### config.mk
export PLATFORM = sky130hd
export DESIGN_NAME = glyph_atlas_shelf_placer_unit
export DESIGN_NICKNAME = d
export VERILOG_FILES = /design/src/rtl/gasp_pkg.sv /design/src/rtl/glyph_atlas_shelf_placer_unit.sv /design/src/rtl/gasp_core.sv
export SDC_FILE = /design/constraint.sdc
export NUM_CORES = 1
export LEC_CHECK = 0
export ABC_AREA = 1
export ABC_CLOCK_PERIOD_IN_PS = 10100
export BUFFER_PORTS_ARGS = -buffer_cell sky130_fd_sc_hd__buf_2
export CAP_MARGIN = 20
export CORE_ASPECT_RATIO = 1.75
export CORE_MARGIN = 2
export CORE_UTILIZATION = 45
export CTS_BUF_LIST = sky130_fd_sc_hd__clkbuf_4
export DETAILED_ROUTE_END_ITERATION = 6
export PLACE_DENSITY = 0.65
export SETUP_SLACK_MARGIN = 0.3
export SYNTH_ARGS = -nofsm -noshare
export SYNTH_HDL_FRONTEND = slang
export SYNTH_SLANG_ARGS = --single-unit
### constraint.sdc
create_clock -name clk -period 10.1 [get_ports clk]
set_clock_uncertainty 0.05 [all_clocks]
set_input_delay 2.02 -clock clk [delete_from_list [all_inputs] [get_ports clk]]
set_output_delay 2.02 -clock clk [all_outputs]
set_load 0.1 [all_outputs]
### src/rtl/gasp_pkg.sv
// gasp_pkg: shared types, widths and helper functions of the glyph atlas shelf placer
// no dependencies; used by gasp_core and glyph_atlas_shelf_placer_unit
package gasp_pkg;

  localparam int unsigned CoordW = 13;
  localparam int unsigned GlyphW = 8;
  localparam int unsigned RowW   = 8;
  localparam logic [RowW-1:0] RowHeightReset = 8'd16;
  localparam logic [CoordW-1:0] CoordMax = 13'h1FFF;

  typedef logic [CoordW-1:0] coord_t;

  // one result item
  typedef struct packed {
    coord_t atlas_height;
    coord_t atlas_width;
    logic   status;
    coord_t place_y;
    coord_t place_x;
  } gasp_result_t;

  // clamp a widened sum to the 13-bit coordinate range
  function automatic coord_t sat13(input logic [CoordW+1:0] v);
    coord_t r;
    if (v > {2'b00, CoordMax}) begin
      r = CoordMax;
    end else begin
      r = v[CoordW-1:0];
    end
    return r;
  endfunction

endpackage

### src/rtl/glyph_atlas_shelf_placer_unit.sv
// glyph_atlas_shelf_placer_unit: top level with input register, config register and result register
// depends on gasp_pkg and gasp_core
//
// Usage:
//   s_tvalid/s_tready/s_tdata carry one glyph width per transfer (8 bits).
//   m_tvalid/m_tready/m_tdata/m_tuser carry one placement result per glyph.
//   cfg_valid/cfg_ready/cfg_data write row_height; cfg_ready is always high.
//   Write row_height only while no glyph is in flight.
// Path: a taken glyph is held in the input register, and its placement is then
//   registered into the result register, which raises m_tvalid.
// Throughput: one glyph per cycle while the result is not stalled; the placement is
//   a few adds and compares on the registered cursor, region and atlas state, combinational.
// Reset (rst, synchronous): empty pipeline, atlas not created, cursor and region
//   at the origin, region and atlas sides at INITIAL_SIDE, row_height 16.
// Stall: while m_tready is low the result holds; one more glyph can wait in the
//   input register, after which s_tready drops.
module glyph_atlas_shelf_placer_unit #(
  parameter int unsigned INITIAL_SIDE   = 32,
  parameter int unsigned MAX_ATLAS_SIDE = 4096
) (
  input  logic        clk,
  input  logic        rst,
  // config write channel
  input  logic        cfg_valid,
  output logic        cfg_ready,
  input  logic [7:0]  cfg_data,   // row_height
  // glyph input stream
  input  logic        s_tvalid,
  output logic        s_tready,
  input  logic [7:0]  s_tdata,    // glyph_width[7:0]
  // placement result stream
  output logic        m_tvalid,
  input  logic        m_tready,
  output logic [55:0] m_tdata,    // place_x[12:0], place_y[25:13], atlas_width[38:26],
                                  // atlas_height[51:39], zero[55:52]
  output logic        m_tuser     // status: 1 atlas full
);

  logic [gasp_pkg::RowW-1:0]   row_height;
  logic                        in_vld;
  logic [gasp_pkg::GlyphW-1:0] in_width;
  logic                        step;
  gasp_pkg::gasp_result_t      result;
  gasp_pkg::gasp_result_t      out_res;
  logic                        out_vld;

  // config register
  assign cfg_ready = 1'b1;
  always_ff @(posedge clk) begin
    if (rst) begin
      row_height <= gasp_pkg::RowHeightReset;
    end else if (cfg_valid) begin
      row_height <= cfg_data;
    end
  end

  // placement fires when a glyph is held and the result register is free
  assign step     = in_vld && (!out_vld || m_tready);
  assign s_tready = !in_vld || step;

  // input register
  always_ff @(posedge clk) begin
    if (rst) begin
      in_vld <= 1'b0;
    end else if (s_tready) begin
      in_vld <= s_tvalid;
    end
  end

  always_ff @(posedge clk) begin
    if (s_tready && s_tvalid) begin
      in_width <= s_tdata;
    end
  end

  gasp_core #(
    .INITIAL_SIDE  (INITIAL_SIDE),
    .MAX_ATLAS_SIDE(MAX_ATLAS_SIDE)
  ) u_core (
    .clk        (clk),
    .rst        (rst),
    .step       (step),
    .glyph_width(in_width),
    .row_height (row_height),
    .result     (result)
  );

  // result register
  always_ff @(posedge clk) begin
    if (rst) begin
      out_vld <= 1'b0;
    end else if (step) begin
      out_vld <= 1'b1;
    end else if (m_tready) begin
      out_vld <= 1'b0;
    end
  end

  always_ff @(posedge clk) begin
    if (step) begin
      out_res <= result;
    end
  end

  assign m_tvalid = out_vld;
  assign m_tuser  = out_res.status;
  assign m_tdata  = {4'd0, out_res.atlas_height, out_res.atlas_width,
                     out_res.place_y, out_res.place_x};

endmodule

### src/rtl/gasp_core.sv
// gasp_core: placement state registers and the combinational shelf placement logic
// depends on gasp_pkg
module gasp_core #(
  parameter int unsigned INITIAL_SIDE   = 32,
  parameter int unsigned MAX_ATLAS_SIDE = 4096
) (
  input  logic                         clk,
  input  logic                         rst,
  input  logic                         step,
  input  logic [gasp_pkg::GlyphW-1:0]  glyph_width,
  input  logic [gasp_pkg::RowW-1:0]    row_height,
  output gasp_pkg::gasp_result_t       result
);

  localparam gasp_pkg::coord_t InitSide = gasp_pkg::sat13(15'(INITIAL_SIDE));
  localparam logic [14:0] MaxSide = 15'(MAX_ATLAS_SIDE);

  // placement state
  logic            atlas_created;
  gasp_pkg::coord_t cursor_x, cursor_y, region_x, region_y, region_w, region_h;
  gasp_pkg::coord_t tex_w, tex_h;

  logic            atlas_created_next;
  gasp_pkg::coord_t cursor_x_next, cursor_y_next, region_x_next, region_y_next;
  gasp_pkg::coord_t region_w_next, region_h_next, tex_w_next, tex_h_next;

  // widened sums shared by the checks
  logic [13:0] x_extent, y_extent, y_row, right, bottom;
  logic [14:0] grown, grow_src;
  logic        grow, over, row_fits, full;
  gasp_pkg::coord_t grown_side, cx_mid, cy_mid;

  assign x_extent = {1'b0, cursor_x} + 14'(glyph_width);
  assign y_extent = {1'b0, cursor_y} + {5'd0, row_height, 1'b0};
  assign y_row    = {1'b0, cursor_y} + 14'(row_height);
  assign right    = {1'b0, region_x} + {1'b0, region_w};
  assign bottom   = {1'b0, region_y} + {1'b0, region_h};

  // atlas growth: double width when square, else height
  assign grow     = atlas_created && (x_extent > {1'b0, tex_w}) && (y_extent > {1'b0, tex_h});
  assign grow_src = (tex_w == tex_h) ? {1'b0, tex_w, 1'b0} : {1'b0, tex_h, 1'b0};
  assign grown    = (grow_src > MaxSide) ? MaxSide : grow_src;
  assign grown_side = gasp_pkg::sat13(grown);

  always_comb begin
    atlas_created_next = 1'b1;
    tex_w_next = tex_w;
    tex_h_next = tex_h;
    if (grow) begin
      if (tex_w == tex_h) begin
        tex_w_next = grown_side;
      end else begin
        tex_h_next = grown_side;
      end
    end
  end

  // region and row moves
  assign over     = x_extent > right;
  assign row_fits = y_extent <= bottom;

  always_comb begin
    region_x_next = region_x;
    region_y_next = region_y;
    region_w_next = region_w;
    region_h_next = region_h;
    cx_mid = cursor_x;
    cy_mid = cursor_y;
    full = 1'b0;
    if (over) begin
      if (row_fits) begin
        cx_mid = region_x;
        cy_mid = gasp_pkg::sat13({1'b0, y_row});
      end else if ((right < {1'b0, tex_w_next}) && (right == bottom)) begin
        region_x_next = gasp_pkg::sat13({1'b0, right});
        region_y_next = '0;
        region_h_next = region_w;
        cx_mid = gasp_pkg::sat13({1'b0, right});
        cy_mid = '0;
      end else if (bottom < {1'b0, tex_h_next}) begin
        region_x_next = '0;
        region_w_next = gasp_pkg::sat13({1'b0, region_w, 1'b0});
        region_y_next = gasp_pkg::sat13({1'b0, bottom});
        cx_mid = '0;
        cy_mid = gasp_pkg::sat13({1'b0, bottom});
      end else begin
        full = 1'b1;
      end
    end
  end

  // result and cursor advance; a full atlas keeps cursor and region
  always_comb begin
    result.atlas_width  = tex_w_next;
    result.atlas_height = tex_h_next;
    result.status       = full;
    if (full) begin
      result.place_x = '0;
      result.place_y = '0;
      cursor_x_next  = cursor_x;
      cursor_y_next  = cursor_y;
    end else begin
      result.place_x = cx_mid;
      result.place_y = cy_mid;
      cursor_x_next  = gasp_pkg::sat13({2'b00, cx_mid} + 15'(glyph_width));
      cursor_y_next  = cy_mid;
    end
  end

  // state registers
  always_ff @(posedge clk) begin
    if (rst) begin
      atlas_created <= 1'b0;
      cursor_x <= '0;
      cursor_y <= '0;
      region_x <= '0;
      region_y <= '0;
      region_w <= InitSide;
      region_h <= InitSide;
      tex_w    <= InitSide;
      tex_h    <= InitSide;
    end else if (step) begin
      atlas_created <= atlas_created_next;
      cursor_x <= cursor_x_next;
      cursor_y <= cursor_y_next;
      region_x <= full ? region_x : region_x_next;
      region_y <= full ? region_y : region_y_next;
      region_w <= full ? region_w : region_w_next;
      region_h <= full ? region_h : region_h_next;
      tex_w    <= tex_w_next;
      tex_h    <= tex_h_next;
    end
  end

endmodule

# After elaboration in Yosys (flattened, before gate mapping)
# Index checks and enable logic that the tools add are counted.
[totals] regBits=176 latch_bits=0 mem_bits_rw=0 romBits=0 inputBits=21 output_inout_bits=60 elab_cells=87 n_memories=0
[op_classes] n_addsub=6 mul=0 div_mod_pow=0 order_cmp=13 n_eq_ne=2 shifts=0 muxes=30 bitwise=3 n_reduce_logical=15
[op_table] operator="13-bit 2-to-1 mux" n=22
[op_table] operator="14-bit by 13-bit > comparator with 1-bit output, second input constant" n=4
[op_table] operator="15-bit by 13-bit > comparator with 1-bit output, second input constant" n=3
[op_table] operator="13-bit by 8-bit adder with 14-bit output" n=3
[op_table] operator="13-bit by 13-bit adder with 14-bit output" n=2
[op_table] operator="14-bit by 13-bit > comparator with 1-bit output" n=2
[op_table] operator="14-bit by 13-bit < comparator with 1-bit output" n=2
[op_table] operator="15-bit 2-to-1 mux" n=1
[op_table] operator="13-bit by 9-bit adder with 14-bit output" n=1
[op_table] operator="14-bit == test" n=1
[op_table] operator="14-bit > comparator" n=1
[op_table] operator="14-bit less-or-equal comparator" n=1
[op_table] operator="14-bit 2-to-1 mux" n=1
[op_table] operator="13-bit == test" n=1
[op_table] operator="5-bit AND reduction" n=2
[op_table] operator="1-bit 2-to-1 mux" n=6
[op_table] operator="6-bit AND reduction" n=1
[op_table] operator="1-bit logical AND" n=5
[op_table] operator="2-bit nonzero test" n=2
[op_table] operator="1-bit NOT" n=3
[op_table] operator="1-bit logical NOT" n=2
[op_table] operator="1-bit logical OR" n=2
[op_table] operator="2-bit AND reduction" n=1

# Depth between registers and ports, before layout
[logic_depth] depth_word=16 ltp_mapped=56 mapped_depth_nobuf=55

# Hierarchy
# Synthesis repeated with hierarchy kept, for this count alone.
[hier_totals] cells_unflattened=1629 hier_area_um2=12555.8
[modules_own_cells] mod="gasp_core" instances=1 cells_per_inst=1515 area_per_inst_um2=10328.7 seq_area_each_um2=2102.0
[modules_own_cells] mod="glyph_atlas_shelf_placer_unit" instances=1 cells_per_inst=114 area_per_inst_um2=2227.1 seq_area_each_um2=2031.9

# Worst setup path before layout
# OpenSTA, ideal clock, no wires.
[synth_path] kind="register to register" startpoint="reg in_width[0] in the netlist's numbering" endpoint="reg u_core.cursor_x[1]" setup_ps=66 t_arrival_ps=6658 required_ps=9984 path_slack_ps=3326 path_stages_with_launch=53 synth_period_minus_slack_ps=6774 cell_sequence="edfxtp_1 > ha_1 > fa_1 > nand3_1 > nand2_1 > a21o_1 > a21oi_1 > o21ai_0 > nand3_1 > nor2_1 > xnor2_1 > inv_1 > ha_1 > inv_1 > o2111ai_1 > nor2_1 > nand2_1 > nand4_2 > (+17 left out) > nand2_4 > inv_2 > a211o_1 > o211ai_1 > nand2_1 > ha_1 > nand3_1 > nand2_1 > a21oi_1 > o21bai_1 > a21oi_1 > o21bai_1 > a21o_1 > nand3_2 > nor2_2 > nor2_2 > buf_6 > a21oi_2"
[synth_lines] element="start: declaration" line="glyph_atlas_shelf_placer_unit.sv:41" source="logic [gasp_pkg::GlyphW-1:0] in_width;"
[synth_lines] element="start signal: assignment" line="glyph_atlas_shelf_placer_unit.sv:72" source="in_width <= s_tdata;"
[synth_lines] element="end signal: assignment" line="gasp_core.sv:124" source="cursor_x <= cursor_x_next;"
[synth_lines] element="end: declaration" line="gasp_core.sv:20" source="gasp_pkg::coord_t cursor_x, cursor_y, region_x, region_y, region_w, region_h;"

==> out/metrics.cfg <==
[setup_path]
crit_fanout=27
r2r_cells=50
slowest_stage=nor2_2
required_ns=10.58
critPathKind=register to register
critical-path-top-delay-family=simple AND/OR/NAND/NOR gates
path_buf_inv=4
slowest_delay_ns=0.54
start_kind=register
timing.rr.end=u_core.cursor_x[12]
arrival_ns=9.04
r2r-start=in_width[0]
rrSetupSlack_ns=1.54
endpoint_kind=register

[final_layout]
layout_commonest_cell=nand2_1
design_area_um2=13400
layout.nets=1878
drive_gt1_share_pct=9.38
finish.utilization_pct=49.1
layout.cells.most_common_list=nand2_1, inv_1, a21oi_1
syn2layout_area_growth_pct=7.45

[global_routing]
grt_overflow=0
grt_util_met2_pct=53.8
antenna_found_initial=1
grt_max_degree=83
grt_first_pass_wirelength_um=65100
grt_util_met1_pct=30.8
grt-busiest-layer=met2
globalRouteTotalUtil_pct=30.2
grt_pass1_vias=11500
grtUsageMet3_pct=4.59

[cts]
hold_buffers=0
cts_resized=0
cts_tree=built
cts_buffers=17
cts_buffer_depth=2
numClockSinks=176
clock_latency_ns=0.66
htree_levels=4
clockRootBuffer=clkbuf_4
clk_pin_slew_ns=0.14
post_cts_buffers=0

[floorplan]
die_w_um=130
die_area_um2=29100
die_h_um=224
pin_count=81
initial_utilization_pct=45.7
rows=80
core_area_um2=27300

[min_path]
hold_depth=2
hold_path_end=u_core.atlas_created
worstHoldStart=u_core.atlas_created
hp-class=register to register

[drt]
wirelength_um=43100
drcViolationCount=3
drt_pass1_iterations=7
vias=11800
wl_per_cell_um=20.5
via_per_inst=5.61
drt-initial-drc-count=818
drt.antenna.violating_nets=0

[yosys]
yosys_most_used_dff=dfxtp_1
netlist_area_um2=12500
synth_top_family_by_area=compound AO/OA/AOI/OAI gates
ys_seq_area_share_pct=33.1
muxShareOfSynthArea_pct=0
ys_warn_count=0
synth_edf_count=61
synthAdderAreaFrac_pct=14.6
ys_seq_elements=176
synth-xor-area-share_pct=4.33
postSynth.asyncResetShare_pct=0
ys_types=57
synth_simple_gate_area_share_pct=19.3
syn_inst=1669
synth_compound_area_share_pct=19.4
syn_area_per_cell_um2=7.48

[sta]
worst_pin_slew_ns=0.978
timing.fmax_mhz=117
fin_crit_ns=8.56
rsz0062_at_grt=no
slew_viol_final=0
tns_ns=0
fin_crit_sh_pct=84.7
maxSlewHeadroom_pct=34.3
finalSetupViolCount=0
hold_violations=0

[status]
violations=DRC
status=complete, but fails checks

[run]
drv_cap=0

[placed_design]
port_buffers=75
gp_congestion=0.979
postPlaceCellArea_um2=13100
dp_hpwl_um=34600

[worst max-delay path by stage]
stage,start,end,slack (ns),depth (start not counted)
final,in_width[0],u_core.cursor_x[12],1.54,50
after global routing,in_width[0],u_core.cursor_x[12],0.71,50
after CTS,in_width[0],u_core.cursor_x[12],1.68,50
after detailed placement,in_width[0],u_core.cursor_x[12],1.70,50
after global placement,in_width[0],u_core.cursor_x[12],1.83,50
after floorplan,in_width[0],u_core.cursor_x[1],3.33,52
[per-stage QoR]
stage                     hold slack [ns]  setup slack [ns]  cells
final                               0.444              1.54   2098
after global placement              0.426              1.83   2065
after CTS                           0.449              1.68   2097
after detailed placement            0.429              1.70   2065
after global routing                0.491             0.707   2098
after floorplan                     0.398              3.33   1672
[worst register-to-register path: cells and delay by family (launching register included)]
kind	cells	cell delay [ns]
xor+xnor	1	0.15
simple gates	25	3.37
flops	1	0.42
fa+ha+maj	5	1.52
buf+inv	4	0.29
compound gates	15	2.69
[layer usage]
| layer | up-vias | wire (um) |
|---|---|---|
| met1 | 5498 | 15100 |
| li1 | 5707 | - |
| met2 | 410 | 22200 |
| met5 | - | 0 |
| met3 | 145 | 1880 |
| met4 | 0 | 3830 |
[cell usage after synthesis (3+ instances only)]
cell type,count,share of area [%]
nand2_1,305,9.2
inv_1,223,6.7
a21oi_1,173,6.9
o21ai_0,152,6.1
nor2_1,140,4.2
ha_1,136,14
dfxtp_1,115,18
edfxtp_1,61,15
nand3_1,56,2.2
clkbuf_1,35,1.1
xor2_1,35,2.5
xnor2_1,23,1.6
nand4_1,18,0.90
o31ai_1,18,1.1
buf_2,14,0.56
a21oi_2,13,0.91
nor3_1,12,0.48
a211oi_1,11,0.66
o22ai_1,11,0.55
o211ai_1,10,0.60
o21bai_1,10,0.60
nor4_1,9,0.45
a221oi_1,8,0.56
inv_2,7,0.21
buf_4,6,0.36
fa_1,6,0.96
a31oi_1,5,0.25
nor2_2,5,0.25
o21ai_1,5,0.20
clkinv_1,3,0.090
nand2_2,3,0.15
nand4_2,3,0.30
nor3b_1,3,0.18
[sequential cells by signal, indices dropped and copies added (netlist names), 8 cells and up]
register	flops
u_core.region_w	13
u_core.tex_h	13
m_tdata	52
u_core.tex_w	13
u_core.cursor_x	13
u_core.cursor_y	13
row_height	8
in_width	8
u_core.region_h	13
u_core.region_y	13
u_core.region_x	13
[logic make-up after synthesis]
family | after synthesis
buffers and inverters | 292
and+or+nand+nor | 568
other | 2
xor gates and xnor gates | 60
adders and majority gates | 142
DFF | 176
AOI/OAI and AO/OA | 429
[layout make-up]
type,count,area [um^2]
fill,2761,13900
multi-input combinational,1204,7210
sequential,176,4130
inverter,234,883
tap,369,462
timing repair buffer,82,428
clock inverter,14,154
clock buffer,18,135
antenna,1,2.50
Power is left out: the tool's default activity adds up to more than one toggle a clock period on the data nets, which glitch-free logic cannot reach.
